## src/design/bdke_pkg.sv

```systemverilog
// Shared types, slot codes and date check helpers for the keypad date/time entry block.
package bdke_pkg;

   // Key command codes
   localparam logic CMD_DIGIT = 1'b0;
   localparam logic CMD_CLEAR = 1'b1;

   // Entry slot codes
   localparam logic [3:0] SLOT_DAY_HI   = 4'd0;
   localparam logic [3:0] SLOT_DAY_LO   = 4'd1;
   localparam logic [3:0] SLOT_MONTH_HI = 4'd3;
   localparam logic [3:0] SLOT_MONTH_LO = 4'd4;
   localparam logic [3:0] SLOT_YEAR_HI  = 4'd6;
   localparam logic [3:0] SLOT_YEAR_LO  = 4'd7;
   localparam logic [3:0] SLOT_HOUR_HI  = 4'd9;
   localparam logic [3:0] SLOT_HOUR_LO  = 4'd10;
   localparam logic [3:0] SLOT_MIN_HI   = 4'd12;
   localparam logic [3:0] SLOT_MIN_LO   = 4'd13;
   localparam logic [3:0] SLOT_DONE     = 4'd14;

   localparam logic [7:0] MINUTE_MAX = 8'd59;
   localparam logic [7:0] HOUR_MAX   = 8'd23;
   localparam logic [7:0] MONTH_MAX  = 8'd12;

   typedef struct packed {
      logic       cmd;
      logic [3:0] digit;
   } req_type;

   typedef struct packed {
      logic [7:0] minute;
      logic [7:0] hour;
      logic [7:0] day;
      logic [7:0] month;
      logic [7:0] year;
   } date_type;

   typedef struct packed {
      logic [3:0] entry_pos;
      logic       commit;
      logic       error_flag;
      date_type   date;
   } rsp_type;

   // high nibble * 10 + low nibble; at most 165, fits 8 bits
   function automatic logic [7:0] bcd_value(input logic [7:0] b);
      logic [7:0] hi;
      logic [7:0] lo;
      hi = {4'h0, b[7:4]};
      lo = {4'h0, b[3:0]};
      return (hi << 3) + (hi << 1) + lo;
   endfunction

   function automatic logic [4:0] month_days(input logic [7:0] month, input logic leap);
      logic [4:0] days;
      days = 5'd0;
      unique case (month)
         8'd1, 8'd3, 8'd5, 8'd7, 8'd8, 8'd10, 8'd12: days = 5'd31;
         8'd4, 8'd6, 8'd9, 8'd11:                   days = 5'd30;
         8'd2:                                      days = leap ? 5'd29 : 5'd28;
         default:                                   days = 5'd0;
      endcase
      return days;
   endfunction

endpackage

```

## src/design/bdke_channels.sv

```systemverilog
// Valid/ready channel interfaces for keypad requests and entry results.
interface bdke_req_if;
   logic       valid;
   logic       ready;
   logic       cmd;
   logic [3:0] digit;

   modport source (output valid, output cmd, output digit, input ready);
   modport sink   (input valid, input cmd, input digit, output ready);
endinterface

interface bdke_rsp_if;
   logic       valid;
   logic       ready;
   logic [3:0] entry_pos;
   logic       commit;
   logic       error_flag;
   logic [7:0] minute_bcd;
   logic [7:0] hour_bcd;
   logic [7:0] day_bcd;
   logic [7:0] month_bcd;
   logic [7:0] year_bcd;

   modport source (output valid, output entry_pos, output commit, output error_flag,
                   output minute_bcd, output hour_bcd, output day_bcd,
                   output month_bcd, output year_bcd, input ready);
   modport sink   (input valid, input entry_pos, input commit, input error_flag,
                   input minute_bcd, input hour_bcd, input day_bcd,
                   input month_bcd, input year_bcd, output ready);
endinterface

```

## src/design/bcd_datetime_keypad_entry.sv

```systemverilog
// A taken request waits in the input register, and its result is then held in the output register.
// Throughput: one request per cycle; the input and result registers each stall only
// when the result side holds off ready.
// The entry state update is a single registered step, so the next request sees it at once.
// Reset (synchronous, active high) empties both registers and clears slot, bytes and error.
module bcd_datetime_keypad_entry (
   input logic        clock,
   input logic        reset,
   bdke_req_if.sink   req_ch,
   bdke_rsp_if.source rsp_ch
);

   logic              req_valid_ff;
   logic              req_valid_in;
   bdke_pkg::req_type req_item_ff;
   logic              rsp_valid_ff;
   logic              rsp_valid_in;
   bdke_pkg::rsp_type rsp_data_ff;
   bdke_pkg::rsp_type core_result;
   logic              advance;
   logic              fire;
   logic              req_take;

   assign advance  = !rsp_valid_ff || rsp_ch.ready;
   assign fire     = req_valid_ff && advance;
   assign req_ch.ready = !req_valid_ff || advance;
   assign req_take = req_ch.valid && req_ch.ready;

   bdke_core u_core (
      .clock  (clock),
      .reset  (reset),
      .step   (fire),
      .item   (req_item_ff),
      .result (core_result)
   );

   always_comb begin
      req_valid_in = req_valid_ff;
      if (req_take) begin
         req_valid_in = 1'b1;
      end else if (fire) begin
         req_valid_in = 1'b0;
      end
      rsp_valid_in = rsp_valid_ff;
      if (fire) begin
         rsp_valid_in = 1'b1;
      end else if (rsp_ch.ready) begin
         rsp_valid_in = 1'b0;
      end
   end

   always_ff @(posedge clock) begin
      if (reset) begin
         req_valid_ff <= 1'b0;
         rsp_valid_ff <= 1'b0;
      end else begin
         req_valid_ff <= req_valid_in;
         rsp_valid_ff <= rsp_valid_in;
      end
   end

   always_ff @(posedge clock) begin
      if (req_take) begin
         req_item_ff.cmd   <= req_ch.cmd;
         req_item_ff.digit <= req_ch.digit;
      end
      if (fire) begin
         rsp_data_ff <= core_result;
      end
   end

   assign rsp_ch.valid      = rsp_valid_ff;
   assign rsp_ch.entry_pos  = rsp_data_ff.entry_pos;
   assign rsp_ch.commit     = rsp_data_ff.commit;
   assign rsp_ch.error_flag = rsp_data_ff.error_flag;
   assign rsp_ch.minute_bcd = rsp_data_ff.date.minute;
   assign rsp_ch.hour_bcd   = rsp_data_ff.date.hour;
   assign rsp_ch.day_bcd    = rsp_data_ff.date.day;
   assign rsp_ch.month_bcd  = rsp_data_ff.date.month;
   assign rsp_ch.year_bcd   = rsp_data_ff.date.year;

   a_commit_clean: assert property (@(posedge clock) disable iff (reset)
      rsp_valid_ff && rsp_data_ff.commit
      |-> rsp_data_ff.entry_pos == bdke_pkg::SLOT_DONE && !rsp_data_ff.error_flag)
      else $error("commit without a clean completed entry");

   a_error_done: assert property (@(posedge clock) disable iff (reset)
      rsp_valid_ff && rsp_data_ff.error_flag
      |-> rsp_data_ff.entry_pos == bdke_pkg::SLOT_DONE)
      else $error("error flag reported on an incomplete entry");

   a_request_held: assert property (@(posedge clock) disable iff (reset)
      req_take |=> req_valid_ff)
      else $error("taken request lost from input register");

endmodule

```

## src/design/bdke_check.sv

```systemverilog
// Calendar and clock range check of an assembled BCD date and time.
module bdke_check (
   input  bdke_pkg::date_type date,
   output logic               date_ok
);

   logic [7:0] minute_val;
   logic [7:0] hour_val;
   logic [7:0] day_val;
   logic [7:0] month_val;
   logic [7:0] year_val;
   logic [4:0] days_in_month;

   always_comb begin
      minute_val = bdke_pkg::bcd_value(date.minute);
      hour_val   = bdke_pkg::bcd_value(date.hour);
      day_val    = bdke_pkg::bcd_value(date.day);
      month_val  = bdke_pkg::bcd_value(date.month);
      year_val   = bdke_pkg::bcd_value(date.year);
      // leap when the decoded year is a multiple of four
      days_in_month = bdke_pkg::month_days(month_val, year_val[1:0] == 2'b00);
      date_ok = (minute_val <= bdke_pkg::MINUTE_MAX)
             && (hour_val <= bdke_pkg::HOUR_MAX)
             && (month_val != 8'd0) && (month_val <= bdke_pkg::MONTH_MAX)
             && (day_val != 8'd0) && (day_val <= {3'b000, days_in_month});
   end

endmodule

```

## src/design/bdke_core.sv

```systemverilog
// Entry state: slot sequencing, BCD byte assembly, validation and sticky error.
module bdke_core (
   input  logic               clock,
   input  logic               reset,
   input  logic               step,
   input  bdke_pkg::req_type  item,
   output bdke_pkg::rsp_type  result
);

   logic [3:0]         slot_ff;
   logic [3:0]         slot_in;
   bdke_pkg::date_type date_ff;
   bdke_pkg::date_type date_in;
   logic               error_ff;
   logic               error_in;
   logic               commit;
   logic [7:0]         high_byte;
   logic [7:0]         low_add;
   bdke_pkg::date_type check_date;
   logic               date_ok;

   assign high_byte = {item.digit, 4'h0};
   assign low_add   = {4'h0, item.digit};

   // check sees the minute byte as completed by this digit
   always_comb begin
      check_date        = date_ff;
      check_date.minute = date_ff.minute + low_add;
   end

   bdke_check u_check (
      .date    (check_date),
      .date_ok (date_ok)
   );

   always_comb begin
      slot_in  = slot_ff;
      date_in  = date_ff;
      error_in = error_ff;
      commit   = 1'b0;
      if (item.cmd == bdke_pkg::CMD_CLEAR) begin
         slot_in  = bdke_pkg::SLOT_DAY_HI;
         date_in  = '0;
         error_in = 1'b0;
      end else begin
         unique case (slot_ff)
            bdke_pkg::SLOT_DAY_HI: begin
               date_in.day = high_byte;
               slot_in     = bdke_pkg::SLOT_DAY_LO;
            end
            bdke_pkg::SLOT_DAY_LO: begin
               date_in.day = date_ff.day + low_add;
               slot_in     = bdke_pkg::SLOT_MONTH_HI;
            end
            bdke_pkg::SLOT_MONTH_HI: begin
               date_in.month = high_byte;
               slot_in       = bdke_pkg::SLOT_MONTH_LO;
            end
            bdke_pkg::SLOT_MONTH_LO: begin
               date_in.month = date_ff.month + low_add;
               slot_in       = bdke_pkg::SLOT_YEAR_HI;
            end
            bdke_pkg::SLOT_YEAR_HI: begin
               date_in.year = high_byte;
               slot_in      = bdke_pkg::SLOT_YEAR_LO;
            end
            bdke_pkg::SLOT_YEAR_LO: begin
               date_in.year = date_ff.year + low_add;
               slot_in      = bdke_pkg::SLOT_HOUR_HI;
            end
            bdke_pkg::SLOT_HOUR_HI: begin
               date_in.hour = high_byte;
               slot_in      = bdke_pkg::SLOT_HOUR_LO;
            end
            bdke_pkg::SLOT_HOUR_LO: begin
               date_in.hour = date_ff.hour + low_add;
               slot_in      = bdke_pkg::SLOT_MIN_HI;
            end
            bdke_pkg::SLOT_MIN_HI: begin
               date_in.minute = high_byte;
               slot_in        = bdke_pkg::SLOT_MIN_LO;
            end
            bdke_pkg::SLOT_MIN_LO: begin
               date_in.minute = check_date.minute;
               slot_in        = bdke_pkg::SLOT_DONE;
               if (date_ok) begin
                  commit = 1'b1;
               end else begin
                  error_in = 1'b1;
               end
            end
            default: begin
               // entry complete: further digits are dropped
            end
         endcase
      end
   end

   always_ff @(posedge clock) begin
      if (reset) begin
         slot_ff  <= bdke_pkg::SLOT_DAY_HI;
         date_ff  <= '0;
         error_ff <= 1'b0;
      end else if (step) begin
         slot_ff  <= slot_in;
         date_ff  <= date_in;
         error_ff <= error_in;
      end
   end

   always_comb begin
      result.entry_pos  = slot_in;
      result.commit     = commit;
      result.error_flag = error_in;
      result.date       = date_in;
   end

   a_slot_legal: assert property (@(posedge clock) disable iff (reset)
      slot_ff != 4'd2 && slot_ff != 4'd5 && slot_ff != 4'd8
      && slot_ff != 4'd11 && slot_ff != 4'd15)
      else $error("entry slot holds an unused code");

   a_error_only_done: assert property (@(posedge clock) disable iff (reset)
      error_ff |-> slot_ff == bdke_pkg::SLOT_DONE)
      else $error("error flag set before entry completed");

endmodule

```

## src/flat_wrapper.sv

```systemverilog
// flat-port wrapper written by rule: the top's interface ports become plain ports
module bcd_datetime_keypad_entry_flat 
  (clock, reset, req_ch_valid, req_ch_cmd, req_ch_digit, req_ch_ready, rsp_ch_valid, rsp_ch_entry_pos, rsp_ch_commit, rsp_ch_error_flag, rsp_ch_minute_bcd, rsp_ch_hour_bcd, rsp_ch_day_bcd, rsp_ch_month_bcd, rsp_ch_year_bcd, rsp_ch_ready);
  bdke_req_if req_ch_i ();
  bdke_rsp_if rsp_ch_i ();
  input logic clock;
  input logic reset;
  input wire logic [$bits(req_ch_i.valid)-1:0] req_ch_valid;
  input wire logic [$bits(req_ch_i.cmd)-1:0] req_ch_cmd;
  input wire logic [$bits(req_ch_i.digit)-1:0] req_ch_digit;
  output wire logic [$bits(req_ch_i.ready)-1:0] req_ch_ready;
  output wire logic [$bits(rsp_ch_i.valid)-1:0] rsp_ch_valid;
  output wire logic [$bits(rsp_ch_i.entry_pos)-1:0] rsp_ch_entry_pos;
  output wire logic [$bits(rsp_ch_i.commit)-1:0] rsp_ch_commit;
  output wire logic [$bits(rsp_ch_i.error_flag)-1:0] rsp_ch_error_flag;
  output wire logic [$bits(rsp_ch_i.minute_bcd)-1:0] rsp_ch_minute_bcd;
  output wire logic [$bits(rsp_ch_i.hour_bcd)-1:0] rsp_ch_hour_bcd;
  output wire logic [$bits(rsp_ch_i.day_bcd)-1:0] rsp_ch_day_bcd;
  output wire logic [$bits(rsp_ch_i.month_bcd)-1:0] rsp_ch_month_bcd;
  output wire logic [$bits(rsp_ch_i.year_bcd)-1:0] rsp_ch_year_bcd;
  input wire logic [$bits(rsp_ch_i.ready)-1:0] rsp_ch_ready;
  assign req_ch_i.valid = req_ch_valid;
  assign req_ch_i.cmd = req_ch_cmd;
  assign req_ch_i.digit = req_ch_digit;
  assign req_ch_ready = req_ch_i.ready;
  assign rsp_ch_valid = rsp_ch_i.valid;
  assign rsp_ch_entry_pos = rsp_ch_i.entry_pos;
  assign rsp_ch_commit = rsp_ch_i.commit;
  assign rsp_ch_error_flag = rsp_ch_i.error_flag;
  assign rsp_ch_minute_bcd = rsp_ch_i.minute_bcd;
  assign rsp_ch_hour_bcd = rsp_ch_i.hour_bcd;
  assign rsp_ch_day_bcd = rsp_ch_i.day_bcd;
  assign rsp_ch_month_bcd = rsp_ch_i.month_bcd;
  assign rsp_ch_year_bcd = rsp_ch_i.year_bcd;
  assign rsp_ch_i.ready = rsp_ch_ready;
  bcd_datetime_keypad_entry u_core (.clock(clock), .reset(reset), .req_ch(req_ch_i), .rsp_ch(rsp_ch_i));
endmodule
```

## config.mk

```make
export PLATFORM = sky130hd
export DESIGN_NAME = bcd_datetime_keypad_entry_flat
export DESIGN_NICKNAME = d
export VERILOG_FILES = /design/src/design/bdke_pkg.sv /design/src/design/bdke_channels.sv /design/src/design/bcd_datetime_keypad_entry.sv /design/src/design/bdke_check.sv /design/src/design/bdke_core.sv /design/src/flat_wrapper.sv
export SDC_FILE = /design/constraint.sdc
export NUM_CORES = 1
export LEC_CHECK = 0
export BUFFER_PORTS_ARGS = -buffer_cell sky130_fd_sc_hd__buf_2
export CAP_MARGIN = 15
export CORE_ASPECT_RATIO = 0.5
export CORE_UTILIZATION = 65
export CTS_BUF_LIST = sky130_fd_sc_hd__clkbuf_4 sky130_fd_sc_hd__clkbuf_8 sky130_fd_sc_hd__clkbuf_16
export DETAILED_ROUTE_END_ITERATION = 10
export HOLD_SLACK_MARGIN = 0.15
export PLACE_DENSITY = 0.95
export SLEW_MARGIN = 20
export SYNTH_ARGS = -nofsm -noshare
export SYNTH_HDL_FRONTEND = slang
export SYNTH_SLANG_ARGS = --single-unit
```

## constraint.sdc

```tcl
create_clock -name clock -period 7.25 [get_ports clock]
set_input_delay 1.0875 -clock clock [delete_from_list [all_inputs] [get_ports clock]]
set_output_delay 1.0875 -clock clock [all_outputs]
set_load 0.005 [all_outputs]
```

==> results of run 1 <==
power by group through the flow:
stage / registers [mW] / clock network (mW) / logic [mW]
3_3_place_gp: 0.618 / 0 / 0.0895
6_report: 0.607 / 0.484 / 0.0959
4_1_cts: 0.607 / 0.482 / 0.0940
5_1_grt: 0.608 / 0.505 / 0.104
3_5_place_dp: 0.619 / 0 / 0.0928
2_1_floorplan: 0.618 / 0 / 0.0595
cells by family (layout without fill, tap and decap cells):
group | Yosys count | after routing
compound gates | 179 | 179
buf+inv | 59 | 103
mux | 8 | 8
fa+ha+maj | 66 | 66
simple gates | 246 | 246
flops | 98 | 98
xor+xnor | 21 | 21
per-stage QoR:
stage               hold slack (ns)  std cells
finish                        0.485        838
global route                  0.533        838
CTS                           0.489        838
detailed placement            0.479        822
global placement              0.469        822
floorplan                     0.453        677
per-layer routing:
| layer | global-route usage, % | part of all wire (%) | vias to the layer above |
|---|---|---|---|
| li1 | - | - | 2532 |
| met1 | 42.6 | 40 | 2641 |
| met2 | 55.1 | 45 | 418 |
| met3 | 9.09 | 11 | 84 |
| met4 | 16.1 | 3.4 | 0 |
| met5 | 0 | 0 | - |
cell type report:
type,count,share of cell area [%]
Multi-Input combinational cell,520,51.6
Sequential cell,98,36.0
Timing Repair Buffer,60,4.52
Clock buffer,10,3.39
Tap cell,117,2.13
Inverter,27,1.48
Clock inverter,6,0.947
path summary, 6_finish.rpt:
| check | cells past startpoint | start | end |
|---|---|---|---|
| worst max-delay path | 16 | u_core.req_item_ff[0]$_DFFE_PP_ | u_core.rsp_ch.error_flag$_DFFE_PP_ |
| worst min-delay path | 2 | u_core.u_core.date_ff[34]$_SDFFE_PP0P_ | u_core.u_core.date_ff[34]$_SDFFE_PP0P_ |
| worst max register to register | 16 | u_core.req_item_ff[0]$_DFFE_PP_ | u_core.rsp_ch.error_flag$_DFFE_PP_ |
| worst min register to register | 2 | u_core.u_core.date_ff[34]$_SDFFE_PP0P_ | u_core.u_core.date_ff[34]$_SDFFE_PP0P_ |
cells in the mapped netlist, types with 10 or more instances:
cell type | instances | area share, %
o211ai_1 | 10 | 1.2
nor2b_1 | 13 | 1.3
nor2_1 | 58 | 3.5
nand2b_1 | 10 | 1.0
edfxtp_1 | 51 | 25
o21ai_0 | 17 | 1.4
a22oi_1 | 16 | 1.9
a31oi_1 | 14 | 1.4
clkbuf_1 | 19 | 1.1
xor2_1 | 10 | 1.4
and3_1 | 10 | 1.0
a21oi_1 | 60 | 4.8
inv_1 | 26 | 1.6
ha_1 | 53 | 11
a21o_1 | 16 | 1.9
fa_1 | 13 | 4.2
nand3_1 | 18 | 1.4
nand2_1 | 94 | 5.6
dfxtp_1 | 47 | 15
xnor2_1 | 11 | 1.5
critical path: cells and delay by family, from the launching register on:
| family | cells | cell delay, ns |
|---|---|---|
| fa+ha+maj | 4 | 1.52 |
| compound gates | 6 | 1.25 |
| flops | 1 | 0.62 |
| simple gates | 3 | 0.62 |
| mux | 1 | 0.32 |
| buf+inv | 2 | 0.13 |
registers in the layout (all words and copies together), names as in the netlist:
signal	cells
u_core.rsp_ch.error_flag	1
u_core.u_core.check_date	32
u_core.u_core.slot_ff	4
u_core.rsp_ch.hour_bcd	8
u_core.req_valid_ff	1
u_core.rsp_ch.minute_bcd	8
u_core.req_item_ff	5
u_core.rsp_ch.commit	1
u_core.rsp_ch.month_bcd	8
u_core.u_core.error_ff	1
u_core.rsp_ch.year_bcd	8
u_core.rsp_ch.valid	1
u_core.rsp_ch.day_bcd	8
u_core.rsp_ch.entry_pos	4
u_core.u_core.date_ff	8
==> impl_metrics.env, run 1 <==
export IMPL_status="finished clean"
export IMPL_cts_resized=0
export IMPL_die_x_um=141
export IMPL_viasPerCell=6.77
export IMPL_setup_viol=0
export IMPL_postLayoutCellArea_um2=6870
export IMPL_routedWlPerCell_um=19.3
export IMPL_diodes=0
export IMPL_drc=0
export IMPL_max_slew_margin_rel_pct=35.1
export IMPL_sequentialPowerShare_pct=51.2
export IMPL_htree_levels=3
export IMPL_drt_wl_total_mm=16.2
export IMPL_post_route_util_pct=76.3
export IMPL_setup_ws_ns=2.54
export IMPL_leakagePower_nw=2.80
export IMPL_cts_made_buffers=9
export IMPL_crit_path_start_kind="flip-flop"
export IMPL_portBuffers=56
export IMPL_nFillCells=596
export IMPL_regToRegSetupSlack_ns=2.54
export IMPL_cts_sinks=98
export IMPL_overflow=0
export IMPL_tightestPinTransition_ns=0.970
export IMPL_path_clk_slew_ns=0.07
export IMPL_final_setup_skew_ns=0.00526
export IMPL_yosys_area_share_simple_pct=19.0
export IMPL_p_int_mw=0.900
export IMPL_synth_edf_count=51
export IMPL_hp_class="reg2reg"
export IMPL_final_common_cell="nand2_1"
export IMPL_yosysUniqueCellTypes=62
export IMPL_grt_use_total_pct=33.8
export IMPL_critPathMaxFanout=8
export IMPL_synthAdderAreaFrac_pct=14.8
export IMPL_yosys_warnings=0
export IMPL_antenna_found_initial=0
export IMPL_gp_congestion=0.873
export IMPL_max_freq_mhz=212
export IMPL_power_density_nw_per_um2=173
export IMPL_p_comb_share_pct=8.1
export IMPL_critPathArrivalTime_ns=4.81
export IMPL_first_global_vias=5461
export IMPL_layout_drive_gt1_share_pct=12.1
export IMPL_seq_area_um2=2470
export IMPL_num_nets_final=791
export IMPL_synthFlopType="edfxtp_1"
export IMPL_p_sw_share_pct=24.2
export IMPL_end_kind="flip-flop"
export IMPL_multi_input_area_um2=3540
export IMPL_clock_latency_ns=0.35
export IMPL_timing_critical_path_slowest_cell_delay_ns=0.62
export IMPL_finalHoldViolations=0
export IMPL_slew_violations=0
export IMPL_dp_slack_ns=2.69
export IMPL_ios=57
export IMPL_dp_hpwl_mm=10.6
export IMPL_dpl_cell_area_um2=6570
export IMPL_synth_net_count=752
export IMPL_ys_ff_latch=98
export IMPL_final_cell_mix="nand2_1 (94), a21oi_1 (60), nor2_1 (58)"
export IMPL_total_power_mw=1.19
export IMPL_fp_row_count=24
export IMPL_synthMuxAreaShare_pct=1.36
export IMPL_ys_seq_area_share_pct=39.6
export IMPL_drtIter0Drc=721
export IMPL_cts_buffer_depth=2
export IMPL_switchingPower_mw=0.287
export IMPL_synth_xor_xnor_area_share_pct=2.94
export IMPL_cts_root_buffer="clkbuf_16"
export IMPL_fp_dieArea_um2=10000
export IMPL_ant_nets=0
export IMPL_fin_setup_tns_ns=0
export IMPL_grt_setup_unrepaired="no"
export IMPL_grt_max_degree=50
export IMPL_crit_path_cell_trace="ha_1 -> fa_1 -> a21o_1 -> a21oi_1 -> o21ai_0 -> nand2_1 -> inv_1 -> fa_1 -> inv_1 -> ha_1 -> a21o_1 -> a21oi_1 -> nand2_1 -> mux2_1 -> nor4_2 -> o2bb2ai_1"
export IMPL_coreArea_um2=9010
export IMPL_cts_setup_buffers=0
export IMPL_syn_to_final_growth_pct=10.0
export IMPL_drt_first_pass_iters=6
export IMPL_synth_top_family_by_area="simple AND/OR/NAND/NOR gates"
export IMPL_cts_tree="built"
export IMPL_hold_buffers=0
export IMPL_maxCapViolations=0
export IMPL_clockPowerShare_pct=40.8
export IMPL_fin_crit_sh_pct=65.0
export IMPL_start_util_pct=69.3
export IMPL_syn_area_um2=6250
export IMPL_period_minus_slack_ns=4.71
export IMPL_required_ns=7.34
export IMPL_die_height_um=71.3
export IMPL_vias=5675
export IMPL_synth_compound_area_share_pct=18.6
export IMPL_vdd_drop_max_v=0.000117
export IMPL_critPathKind="reg2reg"
export IMPL_slowest_stage="edfxtp_1"
export IMPL_syn_avg_cell_area_um2=9.23
export IMPL_async_flop_share_pct=0
export IMPL_grt_pass1_wl_mm=26.4
export IMPL_syn_inst=677
No activity file was read; power rests on OpenSTA's default activity.
==> run 2, diff against run 1 <==
--- a/config.mk
+++ b/config.mk
@@ -5,14 +5,15 @@
 export SDC_FILE = /design/constraint.sdc
 export NUM_CORES = 1
 export LEC_CHECK = 0
+export ABC_AREA = 1
 export BUFFER_PORTS_ARGS = -buffer_cell sky130_fd_sc_hd__buf_2
 export CAP_MARGIN = 15
 export CORE_ASPECT_RATIO = 0.5
-export CORE_UTILIZATION = 65
+export CORE_UTILIZATION = 61
 export CTS_BUF_LIST = sky130_fd_sc_hd__clkbuf_4 sky130_fd_sc_hd__clkbuf_8 sky130_fd_sc_hd__clkbuf_16
 export DETAILED_ROUTE_END_ITERATION = 10
 export HOLD_SLACK_MARGIN = 0.15
-export PLACE_DENSITY = 0.95
+export PLACE_DENSITY = 0.91
 export SLEW_MARGIN = 20
 export SYNTH_ARGS = -nofsm -noshare
 export SYNTH_HDL_FRONTEND = slang
==> constraint.sdc (replaced) <==
create_clock -name clock -period 4.4 [get_ports clock]
set_input_delay 0.66 -clock clock [delete_from_list [all_inputs] [get_ports clock]]
set_output_delay 0.66 -clock clock [all_outputs]
set_load 0.005 [all_outputs]
==> impl_metrics.env, run 2 <==
export IMPL_status="finished clean"
export IMPL_nFillCells=778
export IMPL_final_common_cell="nand2_1"
export IMPL_syn_to_final_growth_pct=10.8
export IMPL_slew_violations=0
export IMPL_cp_top_family="adder cells"
export IMPL_finalHoldViolations=0
export IMPL_ys_seq_area_share_pct=38.3
export IMPL_yosysUniqueCellTypes=47
export IMPL_yosys_warnings=0
export IMPL_dp_hpwl_mm=11.3
export IMPL_vias=5859
export IMPL_crit_path_start_kind="flip-flop"
export IMPL_synth_xor_xnor_area_share_pct=1.09
export IMPL_synthAdderAreaFrac_pct=14.3
export IMPL_total_power_mw=2.39
export IMPL_timing_critical_path_slowest_cell_delay_ns=0.57
export IMPL_drtIter0Drc=637
export IMPL_setup_viol=0
export IMPL_cts_resized=0
export IMPL_ys_ff_latch=98
export IMPL_cts_sinks=98
export IMPL_fp_row_count=26
export IMPL_portBuffers=56
export IMPL_syn_inst=821
export IMPL_drc=0
export IMPL_grt_max_degree=101
export IMPL_cts_buffer_depth=2
export IMPL_final_setup_skew_ns=0.00717
export IMPL_path_clk_slew_ns=0.07
export IMPL_hp_class="in2reg"
export IMPL_maxCapViolations=0
export IMPL_required_ns=4.51
export IMPL_leakagePower_nw=3.53
export IMPL_routedWlPerCell_um=15.5
export IMPL_synth_area_leaders="edfxtp_1 (24%), dfxtp_1 (15%), ha_1 (10%)"
export IMPL_viasPerCell=5.75
export IMPL_synth_compound_area_share_pct=14.3
export IMPL_die_x_um=147
export IMPL_seq_area_um2=2470
export IMPL_final_cell_mix="nand2_1 (164), inv_1 (117), nor2_1 (78)"
export IMPL_layout_drive_gt1_share_pct=12.4
export IMPL_grt_setup_unrepaired="no"
export IMPL_max_freq_mhz=261
export IMPL_crit_path_cell_trace="fa_1 -> fa_1 -> or2_2 -> nor2_1 -> nor3_1 -> a31oi_1 -> ha_1 -> a21oi_1 -> nand2_1 -> nand2_1 -> nand2_1 -> nand2_1 -> nand2_1 -> nor2_1 -> nand2_1 -> nand2_1 -> nand2_1"
export IMPL_synth_most_common_cell="nand2_1"
export IMPL_fin_crit_sh_pct=87.0
export IMPL_power_density_nw_per_um2=334
export IMPL_cts_tree="built"
export IMPL_slowest_stage="fa_1"
export IMPL_critPathKind="reg2reg"
export IMPL_drt_first_pass_iters=5
export IMPL_synthMuxAreaShare_pct=0
export IMPL_critPathMaxFanout=9
export IMPL_fin_setup_tns_ns=0
export IMPL_grt_pass1_wl_mm=25.3
export IMPL_die_height_um=74.7
export IMPL_diodes=0
export IMPL_crit_top_cell="nand2_1"
export IMPL_synth_net_count=896
export IMPL_cts_root_buffer="clkbuf_16"
export IMPL_post_route_util_pct=69.8
export IMPL_yosys_area_share_simple_pct=23.1
export IMPL_end_kind="flip-flop"
export IMPL_synth_common_cells="nand2_1 (164), inv_1 (118), nor2_1 (78)"
export IMPL_num_nets_final=949
export IMPL_multi_input_area_um2=3400
export IMPL_overflow=0
export IMPL_max_slew_margin_rel_pct=29.8
export IMPL_coreArea_um2=10200
export IMPL_period_minus_slack_ns=3.83
export IMPL_netlist_area_leader_share_pct=23.7
export IMPL_tightestPinTransition_ns=1.05
export IMPL_htree_levels=3
export IMPL_ios=57
export IMPL_synthFlopType="edfxtp_1"
export IMPL_cts_made_buffers=9
export IMPL_critPathArrivalTime_ns=3.94
export IMPL_clock_latency_ns=0.35
export IMPL_hold_buffers=0
export IMPL_grt_use_total_pct=29.9
export IMPL_worst_path_buf_inv=0
export IMPL_antenna_found_initial=0
export IMPL_vdd_drop_max_v=0.000276
export IMPL_synth_edf_count=51
export IMPL_drt_wl_total_mm=15.8
export IMPL_ant_nets=0
export IMPL_largest_register_ffs=32
export IMPL_gp_congestion=0.998
export IMPL_syn_avg_cell_area_um2=7.86
export IMPL_cts_setup_buffers=0
export IMPL_syn_area_um2=6450
export IMPL_start_util_pct=63.0
export IMPL_yosys_area_top_type="edfxtp_1"
export IMPL_fp_dieArea_um2=11000
export IMPL_async_flop_share_pct=0
export IMPL_synth_top_family_by_area="simple AND/OR/NAND/NOR gates"
export IMPL_first_global_vias=5219
run 2: cell types whose count changed in the layout (fill, tap and decap cells not counted), sizes merged, moves of 8 or more:
cell,previous run,this run
nand2b,10,0
nor2,58,83
nor2b,13,0
o21ai,19,64
a21o,16,0
xnor2,11,3
nand3,18,56
and3,10,1
a21oi,60,74
inv,28,128
a22oi,16,0
nand2,94,168
run 2: cell type report:
class,count,share of cell area (%)
timing repair buffer,61,4.62
inverter,127,6.77
sequential,98,34.6
multi-input combinational,577,47.6
clock buffer,10,3.34
tap,140,2.45
clock inverter,6,0.665
run 2: metal layers:
metal	GRT usage (%)	wire [um]	vias to the layer above	part of all wire, %
met5	0	0	-	0
met4	12.7	439	0	2.8
met3	6.97	1590	55	10
met2	47.7	6950	324	44
met1	39.9	6850	2638	43
li1	-	-	2842	-
run 2: worst paths after layout:
check | start | to | slack (ns) | cells after the start
worst max-delay path | u_core.u_core.check_date[12]$_SDFFE_PP0P_ | u_core.rsp_ch.error_flag$_DFFE_PP_ | 0.57 | 17
worst min-delay path | req_ch_cmd | u_core.req_item_ff[4]$_DFFE_PP_ | 0.48 | 1
worst max register to register | u_core.u_core.check_date[12]$_SDFFE_PP0P_ | u_core.rsp_ch.error_flag$_DFFE_PP_ | 0.57 | 17
worst min register to register | u_core.rsp_ch.valid$_SDFFE_PP0P_ | u_core.rsp_ch.valid$_SDFFE_PP0P_ | 0.50 | 2
run 2: cell families after synthesis:
kind of cell    Yosys count
fa+ha+maj                66
simple gates            337
xor+xnor                  8
flops                    98
buf+inv                 146
compound gates          166
run 2: where the power goes:
part           internal (mW)  switching, mW  total [mW]
registers               1.02         0.0616        1.08
logic                  0.203          0.339       0.542
clock network          0.406          0.360       0.767
run 2: worst reg2reg max path: cells and delay by family, from the launching register on:
| family | cells | cell delay [ns] |
|---|---|---|
| compound gates | 2 | 0.50 |
| simple gates | 12 | 1.15 |
| flops | 1 | 0.50 |
| fa+ha+maj | 3 | 1.43 |
run 2: metrics by stage:
| stage | hold slack (ns) | instances | area [um2] | worst slack (ns) |
|---|---|---|---|---|
| 2_1_floorplan | 0.487 | 821 | 6450 | 1.03 |
| 3_3_place_gp | 0.489 | 1003 | 6870 | 0.791 |
| 3_5_place_dp | 0.492 | 1003 | 6870 | 0.653 |
| 4_1_cts | 0.476 | 1019 | 7150 | 0.615 |
| 5_1_grt | 0.477 | 1019 | 7150 | 0.206 |
| 6_report | 0.482 | 1019 | 7150 | 0.571 |
==> run 3, diff against run 2 <==
--- a/config.mk
+++ b/config.mk
@@ -6,6 +6,7 @@
 export NUM_CORES = 1
 export LEC_CHECK = 0
 export ABC_AREA = 1
+export ABC_CLOCK_PERIOD_IN_PS = 4400
 export BUFFER_PORTS_ARGS = -buffer_cell sky130_fd_sc_hd__buf_2
 export CAP_MARGIN = 15
 export CORE_ASPECT_RATIO = 0.5
@@ -14,7 +15,7 @@
 export DETAILED_ROUTE_END_ITERATION = 10
 export HOLD_SLACK_MARGIN = 0.15
 export PLACE_DENSITY = 0.91
-export SLEW_MARGIN = 20
+export RECOVER_POWER = 100
 export SYNTH_ARGS = -nofsm -noshare
 export SYNTH_HDL_FRONTEND = slang
 export SYNTH_SLANG_ARGS = --single-unit
==> impl_metrics.env, run 3 (synthesis results as in run 2) <==
export IMPL_status="finished, violations left"
export IMPL_violations="capacitance limit, slew limit"
export IMPL_drt_first_pass_iters=5
export IMPL_fin_crit_sh_pct=88.7
export IMPL_routedWlPerCell_um=15.7
export IMPL_crit_reg2reg_capture="u_core.u_core.error_ff$_SDFFE_PP0P_"
export IMPL_grt_setup_unrepaired="no"
export IMPL_critPathArrivalTime_ns=4.16
export IMPL_diodes=0
export IMPL_cts_sinks=98
export IMPL_hold_buffers=0
export IMPL_path_clk_slew_ns=0.07
export IMPL_postLayoutCellArea_um2=7030
export IMPL_whs_path_depth=1
export IMPL_slowest_stage="fa_1"
export IMPL_ios=57
export IMPL_layout_drive_gt1_share_pct=7.17
export IMPL_critPathKind="reg2reg"
export IMPL_num_nets_final=949
export IMPL_maxCapViolations=1
export IMPL_portBuffers=56
export IMPL_viasPerCell=5.74
export IMPL_fp_row_count=26
export IMPL_cts_made_buffers=9
export IMPL_fin_setup_tns_ns=0
export IMPL_vdd_drop_max_v=0.000275
export IMPL_antenna_found_initial=0
export IMPL_fin_cells=1019
export IMPL_gp_congestion=0.998
export IMPL_regToRegSetupSlack_ns=0.50
export IMPL_worstRegToRegCells=19
export IMPL_cts_resized=0
export IMPL_max_slew_margin_rel_pct=-32.8
export IMPL_clock_latency_ns=0.36
export IMPL_drt_wl_total_mm=16.0
export IMPL_grt_pass1_wl_mm=25.3
export IMPL_crit_path_cell_trace="fa_1 -> fa_1 -> or2_2 -> nor2_1 -> nor3_1 -> a31oi_1 -> ha_1 -> a21oi_1 -> nand2_1 -> nand2_1 -> nand2_1 -> nand2_1 -> nand2_1 -> nor2_1 -> nand2_1 -> nand2_1 -> nand3_1 -> nand2_1 -> inv_1"
export IMPL_vias=5849
export IMPL_cts_setup_buffers=0
export IMPL_critPathMaxFanout=9
export IMPL_timing_critical_path_slowest_cell_delay_ns=0.57
export IMPL_drtIter0Drc=583
export IMPL_dp_slack_ns=0.653
export IMPL_final_cell_mix="nand2_1 (167), inv_1 (117), nor2_1 (81)"
export IMPL_setup_worst_path_end="u_core.u_core.error_ff$_SDFFE_PP0P_"
export IMPL_power_density_nw_per_um2=339
export IMPL_die_x_um=147
export IMPL_whs_ns=0.482
export IMPL_max_freq_mhz=256
export IMPL_drc=0
export IMPL_cts_buffer_depth=2
export IMPL_slew_violations=101
export IMPL_final_setup_skew_ns=0.00823
export IMPL_coreArea_um2=10200
export IMPL_cts_tree="built"
export IMPL_finalHoldViolations=0
export IMPL_largest_register_ffs=32
export IMPL_die_height_um=74.7
export IMPL_tightestPinTransition_ns=1.99
export IMPL_grt_use_total_pct=29.9
export IMPL_setup_viol=0
export IMPL_first_global_vias=5219
export IMPL_required_ns=4.65
export IMPL_grt_max_degree=101
export IMPL_ant_nets=0
export IMPL_syn_to_final_growth_pct=8.94
export IMPL_fp_dieArea_um2=11000
export IMPL_cts_root_buffer="clkbuf_16"
export IMPL_htree_levels=3
export IMPL_end_kind="flip-flop"
export IMPL_r2r_start="u_core.u_core.check_date[12]$_SDFFE_PP0P_"
export IMPL_crit_path_start_kind="flip-flop"
export IMPL_cp_startpoint="u_core.u_core.check_date[12]$_SDFFE_PP0P_"
export IMPL_crit_top_cell="nand2_1"
export IMPL_hp_class="in2reg"
export IMPL_overflow=0
export IMPL_placed_cells=1003
export IMPL_leakagePower_nw=3.41
export IMPL_final_common_cell="nand2_1"
export IMPL_start_util_pct=63.0
export IMPL_hold_path_startpoint="req_ch_cmd"
export IMPL_period_minus_slack_ns=3.90
export IMPL_setup_ws_ns=0.499
export IMPL_dpl_cell_area_um2=6870
export IMPL_dp_hpwl_mm=11.3
run 3: cell count changes in the layout (fill, tap and decap cells not counted), moves of 2 or more:
cell | before | now
nor2_1 | 78 | 81
o21ai_2 | 2 | 0
clkinvlp_2 | 0 | 2
o21ai_0 | 56 | 64
inv_2 | 5 | 3
clkinv_1 | 1 | 3
nand2_4 | 3 | 1
nand2_1 | 164 | 167
o21ai_1 | 6 | 0
nor2_4 | 3 | 1
buf_4 | 4 | 2
clkbuf_1 | 0 | 33
buf_2 | 56 | 25
run 3: critical path, delay by kind of cell, from the launching register on:
family                     cells  cell delay (ns)
buffers and inverters          1             0.04
adders and majority gates      3             1.43
and+or+nand+nor               13             1.33
DFF                            1             0.51
AOI/OAI and AO/OA              2             0.50
run 3: worst min path at each step:
stage | slack (ns) | end
finish | 0.48 | u_core.req_item_ff[4]$_DFFE_PP_
global route | 0.48 | u_core.req_item_ff[4]$_DFFE_PP_
CTS | 0.48 | u_core.req_item_ff[4]$_DFFE_PP_
detailed placement | 0.49 | u_core.rsp_ch.valid$_SDFFE_PP0P_
global placement | 0.49 | u_core.rsp_ch.valid$_SDFFE_PP0P_
floorplan | 0.49 | u_core.u_core.check_date[16]$_SDFFE_PP0P_
run 3: power by group:
group / switching, mW / total (mW) / internal, mW
combinational: 0.336 / 0.531 / 0.195
clock: 0.361 / 0.768 / 0.406
sequential: 0.0618 / 1.08 / 1.02
run 3: layer usage:
metal / wire length, um / global-route usage (%) / vias up
li1: - / - / 2848
met1: 6980 / 39.9 / 2616
met2: 6950 / 47.7 / 323
met3: 1570 / 6.97 / 62
met4: 499 / 12.7 / 0
met5: 0 / 0 / -
run 3: area by class of cell:
| class | count | area (um2) |
|---|---|---|
| clock inverter | 6 | 47.5 |
| sequential | 98 | 2470 |
| multi-input combinational | 577 | 3340 |
| fill | 809 | 3220 |
| inverter | 127 | 483 |
| clock buffer | 10 | 239 |
| timing repair buffer | 61 | 269 |
| tap | 140 | 175 |
run 3: metrics by stage:
| stage | util, % | power [mW] |
|---|---|---|
| global route | 68.6 | 2.50 |
| finish | 68.6 | 2.38 |
| global placement | 67.0 | 1.60 |
| floorplan | - | 1.48 |
| CTS | 69.8 | 2.39 |
| detailed placement | 67.0 | 1.63 |
